File: src/hw/rtl/sqd_pkg.sv
// Package of the stack/queue store: sizes, command, result and error codes,
// and the control word that the top level hands to every storage cell.
// Depends on nothing; every other file imports it.
package sqd_pkg;

  localparam int unsigned DEPTH = 32;
  localparam int unsigned DATA_W = 32;
  localparam int unsigned IDX_W = (DEPTH > 1) ? $clog2(DEPTH) : 1;
  localparam int unsigned CNT_W = $clog2(DEPTH + 1);

  typedef enum logic [2:0] {
    CMD_PUSH = 3'd0,
    CMD_LIST = 3'd1,
    CMD_PEEK = 3'd2,
    CMD_POP  = 3'd3,
    CMD_SWAP = 3'd4
  } cmd_e;

  typedef enum logic [1:0] {
    KIND_DONE  = 2'd0,
    KIND_VALUE = 2'd1,
    KIND_ERROR = 2'd2,
    KIND_EMPTY = 2'd3
  } kind_e;

  typedef enum logic [2:0] {
    ERR_NONE       = 3'd0,
    ERR_NO_ARG     = 3'd1,
    ERR_FULL       = 3'd2,
    ERR_PEEK_EMPTY = 3'd3,
    ERR_POP_EMPTY  = 3'd4,
    ERR_SWAP_SHORT = 3'd5
  } err_e;

  // Operation applied by every cell of the chain at once.
  typedef enum logic [2:0] {
    CELL_HOLD        = 3'd0,
    CELL_SHIFT_BACK  = 3'd1,
    CELL_SHIFT_FRONT = 3'd2,
    CELL_WRITE       = 3'd3,
    CELL_SWAP        = 3'd4,
    CELL_ROTATE      = 3'd5
  } cell_op_e;

  typedef struct packed {
    cell_op_e                 op;
    logic [CNT_W-1:0]         count;
    logic signed [DATA_W-1:0] value;
  } cell_ctrl_t;

endpackage

File: src/hw/rtl/sqd_cell.sv
// One storage cell of the chain: holds a single entry and takes its next
// value from itself, a neighbour, the front cell or the push data.
// Depends on sqd_pkg.
module sqd_cell (
  input  logic                              clk_i,
  input  sqd_pkg::cell_ctrl_t               ctrl_i,
  input  logic [sqd_pkg::IDX_W-1:0]         index_i,
  input  logic signed [sqd_pkg::DATA_W-1:0] prev_i,
  input  logic signed [sqd_pkg::DATA_W-1:0] next_i,
  input  logic signed [sqd_pkg::DATA_W-1:0] head_i,
  output logic signed [sqd_pkg::DATA_W-1:0] data_o
);
  import sqd_pkg::*;

  logic signed [DATA_W-1:0] data_q, data_d;
  logic [CNT_W-1:0]         pos;

  assign pos = CNT_W'(index_i);

  always_comb begin
    data_d = data_q;
    case (ctrl_i.op)
      CELL_HOLD:        data_d = data_q;
      CELL_SHIFT_BACK:  data_d = prev_i;
      CELL_SHIFT_FRONT: data_d = next_i;
      CELL_WRITE: begin
        if (pos == ctrl_i.count) data_d = ctrl_i.value;
      end
      CELL_SWAP: begin
        if (pos == CNT_W'(0)) data_d = next_i;
        else if (pos == CNT_W'(1)) data_d = prev_i;
      end
      CELL_ROTATE: begin
        // The last occupied cell wraps round to the front value.
        if (pos == ctrl_i.count - CNT_W'(1)) data_d = head_i;
        else data_d = next_i;
      end
      default: data_d = data_q;
    endcase
  end

  always_ff @(posedge clk_i) begin
    data_q <= data_d;
  end

  assign data_o = data_q;

endmodule

File: src/hw/rtl/stack_queue_deque_engine.sv
// Top level of the stack/queue store: control, output register and the
// chain of storage cells. Depends on sqd_pkg and sqd_cell.
//
// The store holds up to DEPTH signed 32-bit entries in a row of cells, the
// front entry always sitting in cell 0. A push in stack mode shifts the whole
// row back by one and drops the new item into cell 0; in queue mode the cell
// just past the last entry captures it. A pop shifts the row forward, and a
// swap exchanges cells 0 and 1. Push, pop, peek, swap and any unused command
// code produce a single result item, so such items can be accepted on
// consecutive cycles as long as the output is not stalled and no list is
// running. A list command produces one result item per stored entry: the
// row is rotated by one cell per cycle while the output is not stalled and
// cell 0 is sent out each time, so the store is back in its original order
// after the last entry. The input stays stalled while the entries are listed
// and for as long as the output is stalled.
// An empty list gives a single empty-listing result. On an error the store
// is left untouched and a single error item reports the code. The mode
// register may be written at any time the block is idle; its port is always
// ready.
module stack_queue_deque_engine (
  input  logic        clk_i,
  input  logic        rst_ni,
  input  logic        cfg_valid_i,
  output logic        cfg_ready_o,
  input  logic        cfg_data_i,
  input  logic        in_valid_i,
  output logic        in_stall_o,
  input  logic [2:0]  command_i,
  input  logic signed [31:0] push_value_i,
  input  logic        has_argument_i,
  output logic        out_valid_o,
  input  logic        out_stall_i,
  output logic [1:0]  result_kind_o,
  output logic signed [31:0] result_value_o,
  output logic [2:0]  error_code_o,
  output logic        last_result_o
);
  import sqd_pkg::*;

  typedef enum logic [1:0] {
    ST_IDLE = 2'b01,
    ST_LIST = 2'b10
  } state_e;

  state_e               state_q, state_d;
  logic                 queue_mode_q;
  logic [CNT_W-1:0]     count_q, count_d;
  logic [CNT_W-1:0]     left_q, left_d;

  logic                 out_valid_q, out_valid_d;
  kind_e                kind_q, kind_d;
  logic signed [DATA_W-1:0] value_q, value_d;
  err_e                 err_q, err_d;
  logic                 last_q, last_d;
  logic                 out_load;

  logic                 out_free;
  logic                 accept;
  cell_ctrl_t           cell_ctrl;
  logic signed [DATA_W-1:0] cell_data [DEPTH];

  // The configuration register is always writable.
  assign cfg_ready_o = 1'b1;

  // The output register can take a new item when empty or being emptied.
  assign out_free   = !out_valid_q || !out_stall_i;
  assign in_stall_o = !((state_q == ST_IDLE) && out_free);
  assign accept     = in_valid_i && !in_stall_o;

  always_comb begin
    state_d         = state_q;
    count_d         = count_q;
    left_d          = left_q;
    out_load        = 1'b0;
    kind_d          = KIND_DONE;
    value_d         = '0;
    err_d           = ERR_NONE;
    last_d          = 1'b1;
    cell_ctrl.op    = CELL_HOLD;
    cell_ctrl.count = count_q;
    cell_ctrl.value = push_value_i;

    if (accept) begin
      out_load = 1'b1;
      case (command_i)
        CMD_PUSH: begin
          if (!has_argument_i) begin
            kind_d = KIND_ERROR;
            err_d  = ERR_NO_ARG;
          end else if (count_q == CNT_W'(DEPTH)) begin
            kind_d = KIND_ERROR;
            err_d  = ERR_FULL;
          end else begin
            cell_ctrl.op = queue_mode_q ? CELL_WRITE : CELL_SHIFT_BACK;
            count_d      = count_q + CNT_W'(1);
          end
        end
        CMD_LIST: begin
          if (count_q == '0) begin
            kind_d = KIND_EMPTY;
          end else begin
            // Entries go out one per cycle from the list state while the output is not stalled.
            out_load = 1'b0;
            state_d  = ST_LIST;
            left_d   = count_q;
          end
        end
        CMD_PEEK: begin
          if (count_q == '0) begin
            kind_d = KIND_ERROR;
            err_d  = ERR_PEEK_EMPTY;
          end else begin
            kind_d  = KIND_VALUE;
            value_d = cell_data[0];
          end
        end
        CMD_POP: begin
          if (count_q == '0) begin
            kind_d = KIND_ERROR;
            err_d  = ERR_POP_EMPTY;
          end else begin
            cell_ctrl.op = CELL_SHIFT_FRONT;
            count_d      = count_q - CNT_W'(1);
          end
        end
        CMD_SWAP: begin
          if (count_q < CNT_W'(2)) begin
            kind_d = KIND_ERROR;
            err_d  = ERR_SWAP_SHORT;
          end else begin
            cell_ctrl.op = CELL_SWAP;
          end
        end
        default: begin
          kind_d = KIND_DONE;
        end
      endcase
    end else if ((state_q == ST_LIST) && out_free) begin
      out_load     = 1'b1;
      kind_d       = KIND_VALUE;
      value_d      = cell_data[0];
      last_d       = (left_q == CNT_W'(1));
      cell_ctrl.op = CELL_ROTATE;
      left_d       = left_q - CNT_W'(1);
      if (left_q == CNT_W'(1)) state_d = ST_IDLE;
    end
  end

  always_comb begin
    if (out_load) out_valid_d = 1'b1;
    else if (!out_stall_i) out_valid_d = 1'b0;
    else out_valid_d = out_valid_q;
  end

  always_ff @(posedge clk_i or negedge rst_ni) begin
    if (!rst_ni) begin
      state_q      <= ST_IDLE;
      queue_mode_q <= 1'b0;
      count_q      <= '0;
      left_q       <= '0;
      out_valid_q  <= 1'b0;
    end else begin
      state_q     <= state_d;
      count_q     <= count_d;
      left_q      <= left_d;
      out_valid_q <= out_valid_d;
      if (cfg_valid_i && cfg_ready_o) queue_mode_q <= cfg_data_i;
    end
  end

  always_ff @(posedge clk_i) begin
    if (out_load) begin
      kind_q  <= kind_d;
      value_q <= value_d;
      err_q   <= err_d;
      last_q  <= last_d;
    end
  end

  // Chain of storage cells; cell 0 holds the front entry.
  for (genvar i = 0; i < DEPTH; i++) begin : g_cell
    logic signed [DATA_W-1:0] prev_data;
    logic signed [DATA_W-1:0] next_data;

    if (i == 0) begin : g_first
      assign prev_data = push_value_i;
    end else begin : g_mid_prev
      assign prev_data = cell_data[i-1];
    end

    if (i == DEPTH - 1) begin : g_last
      assign next_data = '0;
    end else begin : g_mid_next
      assign next_data = cell_data[i+1];
    end

    sqd_cell u_cell (
      .clk_i   (clk_i),
      .ctrl_i  (cell_ctrl),
      .index_i (IDX_W'(i)),
      .prev_i  (prev_data),
      .next_i  (next_data),
      .head_i  (cell_data[0]),
      .data_o  (cell_data[i])
    );
  end

  assign out_valid_o    = out_valid_q;
  assign result_kind_o  = kind_q;
  assign result_value_o = value_q;
  assign error_code_o   = err_q;
  assign last_result_o  = last_q;

endmodule
File: config.mk
export PLATFORM = sky130hd
export DESIGN_NAME = stack_queue_deque_engine
export DESIGN_NICKNAME = d
export VERILOG_FILES = /design/src/hw/rtl/sqd_pkg.sv /design/src/hw/rtl/sqd_cell.sv /design/src/hw/rtl/stack_queue_deque_engine.sv
export SDC_FILE = /design/constraint.sdc
export NUM_CORES = 2
export LEC_CHECK = 0
export BUFFER_PORTS_ARGS = -buffer_cell sky130_fd_sc_hd__buf_4
export CAP_MARGIN = 10
export CELL_PAD_IN_SITES_DETAIL_PLACEMENT = 2
export CELL_PAD_IN_SITES_GLOBAL_PLACEMENT = 2
export CORE_MARGIN = 2
export CORE_UTILIZATION = 32
export CTS_CLUSTER_SIZE = 12
export DETAILED_ROUTE_END_ITERATION = 12
export MAX_ROUTING_LAYER = met4
export PLACE_DENSITY_LB_ADDON = 0.1
export SLEW_MARGIN = 0
export SYNTH_ARGS = -nofsm -noshare
export SYNTH_HDL_FRONTEND = slang
export SYNTH_SLANG_ARGS = --single-unit
File: constraint.sdc
create_clock -name clk_i -period 7.7 [get_ports clk_i]
set_input_delay 0.385 -clock clk_i [delete_from_list [all_inputs] [get_ports clk_i]]
set_output_delay 0.385 -clock clk_i [all_outputs]
set_load 0.05 [all_outputs]
-- Word-level counts from Yosys, hierarchy flattened
Cells that the tools add are included.
- $add $sub $neg: 3
- $lt $le $gt $ge: 1
- eq/ne operators: 114
- multiplexer cells: 142
- bitwise operators: 1
- reduce and logical (&&, ||, !) cells: 54
- operator list (kind ; count):
    $pmux W32 S4 ; 32
    $mux W32 ; 68
    $eq A5 B6 Y1 const A ; 32
    $eq A4 B6 Y1 const A ; 16
    $ne A2 B1 Y1 const B ; 33
    $reduce_and A2 Y1 ; 31
    $eq A3 B6 Y1 const A ; 8
    $mux W6 ; 7
    $mux W2 ; 19
    $eq A2 B6 Y1 const A ; 4
    $mux W3 ; 5
    $eq A1 B6 Y1 const A ; 2
    $eq A3 B2 Y1 const B ; 4
    $logic_not A6 Y1 ; 2
    $ne A2 B2 Y1 const B ; 6
    $pmux W3 S4 ; 1
    $pmux W6 S2 ; 1
    $reduce_bool A4 Y1 ; 3
    $sub A6 B1 Y6 const B ; 2
    $pmux W2 S5 ; 1
    $eq A3 B3 Y1 const B ; 3
    $pmux W3 S3 ; 1
    $mux W1 ; 7
    $add A6 B1 Y6 const B ; 1
    16 further kinds ; 26
- bits in registers: 1078
- input port bits: 42
- output and inout bits: 41
- word-level logic and storage cells: 356

-- Logic depth before layout (Yosys ltp)
- word-level depth: 9
- depth in mapped cells: 13
- mapped depth without buffers: 8

-- Cells and area by module
From an unflattened synthesis, not the netlist that was laid out.
- cells, all modules: 8286
- area total of the unflattened synthesis: 77249.1 um^2
- by module, submodules not included (module ; times used ; cells an instance ; area an instance (um^2) ; sequential area each (um^2)):
    sqd_cell (g_cell[16].u_cell ...) ; 25 ; 251 ; 2324.7 ; 960.9
    sqd_cell (g_cell[0].u_cell ...) ; 6 ; 255 ; 2352.3 ; 960.9
    stack_queue_deque_engine ; 1 ; 230 ; 2666.3 ; 1542.7
    sqd_cell (g_cell[12].u_cell) ; 1 ; 251 ; 2351.0 ; 960.9

-- Worst setup path before layout
OpenSTA, ideal clock, no wires.
- path kind: flip-flop to flip-flop
- from: reg count_q[0]
- to: reg g_cell[0].u_cell.data_q[0], enable pin
- setup time: 0.470 ns
- arrival time: 4.769 ns
- data required time: 7.230 ns
- setup slack: 2.461 ns
- cell stages (with the launch flop): 12
- buffers on the path: 3
- period minus slack after synthesis: 5.239 ns
- cells stage by stage: dfrtp_1 > clkbuf_1 > inv_1 > ha_1 > nor2b_1 > a311oi_4 > o221ai_4 > nand2_2 > buf_4 > buf_2 > nor3_1 > a211oi_1
- word-level cells in the longest chain between the ends: 9
- elaborated cells between the ends (all ways): 21
- classes of those cells: add/sub (1); order compare (1); eq/ne (8); mux (6); reduce/logical (5)
- RTL lines (what ; line ; RTL):
    start, declared ; stack_queue_deque_engine.sv:47 ; logic [CNT_W-1:0] count_q, count_d;
    start signal, assigned ; stack_queue_deque_engine.sv:164 ; count_q <= count_d;
    branches (longest 8 deep; another with $lt A6 B2 Y1) ; n/a ;
    $reduce_and A3 Y1 (no line) (*) ; n/a ;
    end signal, assigned ; sqd_cell.sv:43 ; data_q <= data_d;
    end, declared ; sqd_cell.sv:15 ; logic signed [DATA_W-1:0] data_q, data_d;
Every way passes the cells marked *.
A chain may end at the register's enable or synchronous reset.

-- Final worst setup path
- from: reg count_q[1]
- to: reg g_cell[13].u_cell.data_q[7], enable pin
- word-level cells in the longest chain between the ends: 8
- elaborated cells between the ends (all ways): 17
- classes of those cells: order compare (1); eq/ne (7); mux (6); reduce/logical (3)
- RTL lines (what ; line):
    branches (longest 7 deep; another with $lt A6 B2 Y1) ; n/a
    $reduce_and A2 Y1 (no line) (*) ; n/a
    end signal, assigned ; sqd_cell.sv:43
    end, declared ; sqd_cell.sv:15
Marks and branches as above.

==> parameters.txt <==
Parameter                              Value

Run status
  Outcome    complete, no violations

Routing
  Vias    57800
  First-pass iteration count of the detailed router    5
  DR iter-0 viols    4644
  DRT Wirelength    289 mm
  Post-route DRC violation count    0
  Number of antenna-violating nets in the routed design    0
  Wire length per cell after detailed routing    31.3 µm
  Number of vias per cell after detailed routing    6.25

Setup path
  WP data required    8.15 ns
  Worst Path Arrival    5.14 ns
  Worst setup path startpoint    count_q[1]
  Critical R2R Launch    count_q[1]
  Flop-to-flop setup slack    3.00 ns
  Startpoint type of the worst setup path    flip-flop
  Maximum fanout count along the critical path    77
  CP Class    flip-flop to flip-flop
  Last element of the critical path    g_cell[13].u_cell.data_o[7]
  RR Endpoint    g_cell[13].u_cell.data_o[7]
  Number of cell instances on the worst register-to-register path    9
  CP Capture Type    flip-flop

Clock tree
  Htree depth    4
  Clock input transition at the sequential cells of the worst setup and hold paths    0.06 ns
  Worst-case clock buffer depth    3
  Clk_lat worst skew    0.82 ns
  Buffer cell driving the clock tree root    clkbuf_16
  Clock Sink Count    1078
  Number of setup buffers added after CTS    0
  CTS tree    built
  Clock buffers created by TritonCTS    141

Place
  Cell area reported after detailed placement    64500 µm²
  Input/output buffers    81
  RD Place Congestion    0.811
  Placed cells    8949
  Post-detail-place hpwl    166 mm

Synth
  Distinct cell type count after synthesis    80
  Prevailing post-synth register cell    edfxtp_1
  Number of enable-type register cells in the synthesized netlist    1062
  Combined area of all synthesized cells    62100 µm²
  Post-synthesis sequential area ratio    52.0%
  Net Count, Synth    6940
  Seq cells post-synth    1078
  Synth async-reset ratio    1.48%
  Post-synthesis cell count    6890
  Yosys warnings    0
  Mean area per synthesized cell    9.01 µm²
  Share of the synthesized area in the top cell type    51.4%
  Biggest area contributors in the synthesized netlist    edfxtp_1 (51%), a21oi_1 (13%), nor2_1 (10%), a31oi_1 (8.5%), clkbuf_1 (2.8%)
  Cell taking the most area after synthesis    edfxtp_1

Final layout
  Ratio of cells with drive above 1 in the final layout    9.35%
  Area of all placed cells without fillers    69100 µm²
  Area growth, synth to finish    11.3%
  Fraction of the core area covered by cells at the end of the flow    35.9%
  Fillcell total    21100
  Final Non-Filler Cells    9248
  Total number of nets in the final design    6656

STA
  Unrepaired setup endpoints after global routing    false
  Worst setup skew after layout    0.0286 ns
  Hold Violations, Final    0
  Final worst path period need    4.70 ns
  Slew headroom    18.0%
  Endpoints failing setup    0
  Count of pins over their slew limit    0
  Actual transition at the worst max-transition pin    1.23 ns
  Part of the cycle the worst path needs    61.0%
  Setup TNS    0 ns
  Highest clock rate    0.213 GHz

Power
  Pleak    18.0 nW
  Power density over the cells    185 nW/µm²
  IR Drop Worst-Case VDD    0.159 mV

Global route
  Largest net degree at the start of global routing    173
  Via count of the first global-routing pass    60900
  Total overflow reported by the global router    0
  First-pass GRT wire length    423 mm
  Global Route Usage Sum    29.4%
  Antenna violations before repair    12

Flow run
  Max-cap viol count    0

Floorplanning
  Starting density of the core    32.2%
  Die area    198000 µm²
  Die Span Y    444 µm
  I/O pin count    83
  Row count    161
  Core outline area    193000 µm²
  Die Width    444 µm

Worst hold path
  Type of the worst min-delay path    input pin to async pin
-- metrics by stage --
stage	worst slack (ns)	total power [mW]	hold WS, ns
2_1_floorplan	2.46	6.50	0.0894
3_3_place_gp	3.04	6.54	0.263
3_5_place_dp	2.92	6.55	0.266
4_1_cts	2.90	12.9	0.0198
5_1_grt	2.70	13.1	0.0663
6_report	3.00	12.8	0.0768
-- routing by layer --
metal  wire length (µm)  GRT usage (%)  vias to the layer above
met3              15100           3.75                      440
met2             137000           47.2                     1659
met1             128000           38.7                    30600
met5                  0              -                        -
li1                   -              -                    25000
met4               9720           9.28                        0
-- cell usage after synthesis (10+ instances only) --
master / n
o32a_1: 31
buf_6: 60
a221o_1: 66
and3_1: 65
nand3_1: 93
a21oi_2: 64
buf_2: 106
clkbuf_1: 467
nand2_1: 171
a21o_1: 31
a31oi_1: 840
buf_4: 73
dfrtp_1: 15
o21ai_0: 95
nor2b_1: 35
edfxtp_1: 1062
a21oi_1: 1582
mux2_2: 33
inv_1: 11
a221oi_1: 16
o22a_1: 10
and2_1: 49
a32o_1: 30
a21boi_0: 10
o21a_1: 10
nor3_1: 13
buf_1: 13
nand4_1: 26
nor2_1: 1705
-- report_power, final --
| group | switching (mW) | total (mW) | internal (mW) |
|---|---|---|---|
| Sequential | 0.000266 | 6.35 | 6.35 |
| Clock | 2.84 | 6.33 | 3.49 |
| Combinational | 0.0544 | 0.0921 | 0.0377 |
-- how the worst min path moves through the flow --
stage	endpoint	slack, ns	depth (start not counted)
2_1_floorplan	count_q[0]	0.09	0
4_1_cts	error_code_o[0]	0.02	3
3_3_place_gp	left_q[3]	0.26	1
5_1_grt	state_q[0]	0.07	2
3_5_place_dp	left_q[0]	0.27	1
6_report	state_q[0]	0.08	2
-- what timing repair did --
action                                 in CTS  in global routing
hold buffers                               39                  0
endpoints found under the hold margin      57                  0
setup endpoints to repair                   0                  0
resized for setup                           0                  0
-- cells in the final DEF, fill, tap and decap left out, types with 17 or more instances in the layout --
master	instances
a21o_1	31
a21oi_1	1548
a21oi_2	64
a21oi_4	34
a221o_1	66
a31oi_1	838
a32o_1	27
and2_1	49
and3_1	64
buf_4	245
clkbuf_1	42
clkbuf_16	143
clkinv_1	34
clkinv_2	17
dlygate4sd3_1	39
edfxtp_1	1062
mux2_2	33
nand2_1	169
nand3_1	90
nand4_1	26
nor2_1	1703
nor2b_1	35
o21ai_0	95
o32a_1	31
-- registers in the layout (all words and copies together) (netlist names) --
signal                count
g_cell.u_cell.data_o   1024
result_kind_o             2
left_q                    6
result_value_o           32
queue_mode_q              1
out_valid_o               1
last_result_o             1
count_q                   6
state_q                   2
error_code_o              3
-- layout make-up --
type	count	area, µm²	share of cell area (%)
flip-flops and latches	1078	32300	46.8
clock inverters	67	454	0.658
repair buffers	303	2620	3.79
inverters	12	45.0	0.0652
clock buffers	185	3740	5.41
diodes	7	17.5	0.0254
multi-input cells	5070	26700	38.7
well taps	2526	3160	4.58
-- logic make-up after synthesis --
group	synth area share, %
other	0.00604
adder cells (fa/ha/maj)	0.161
multiplexers	0.599
buffers and inverters	6.04
flip-flops	52.0
AND/OR/NAND/NOR	14.4
AO/OA/AOI/OAI	26.7
XOR/XNOR	0.0706
-- critical path, cell delays in order, from the launching register on --
cell	delay (ns)
dfrtp_1	0.62
inv_1	0.22
ha_1	0.25
nor2b_1	0.20
a311oi_4	0.44
o221ai_4	0.21
nand2_8	0.48
nor2_4	0.34
a21oi_4	0.92
buf_4	0.51
Power figures use the tool's default switching activity.
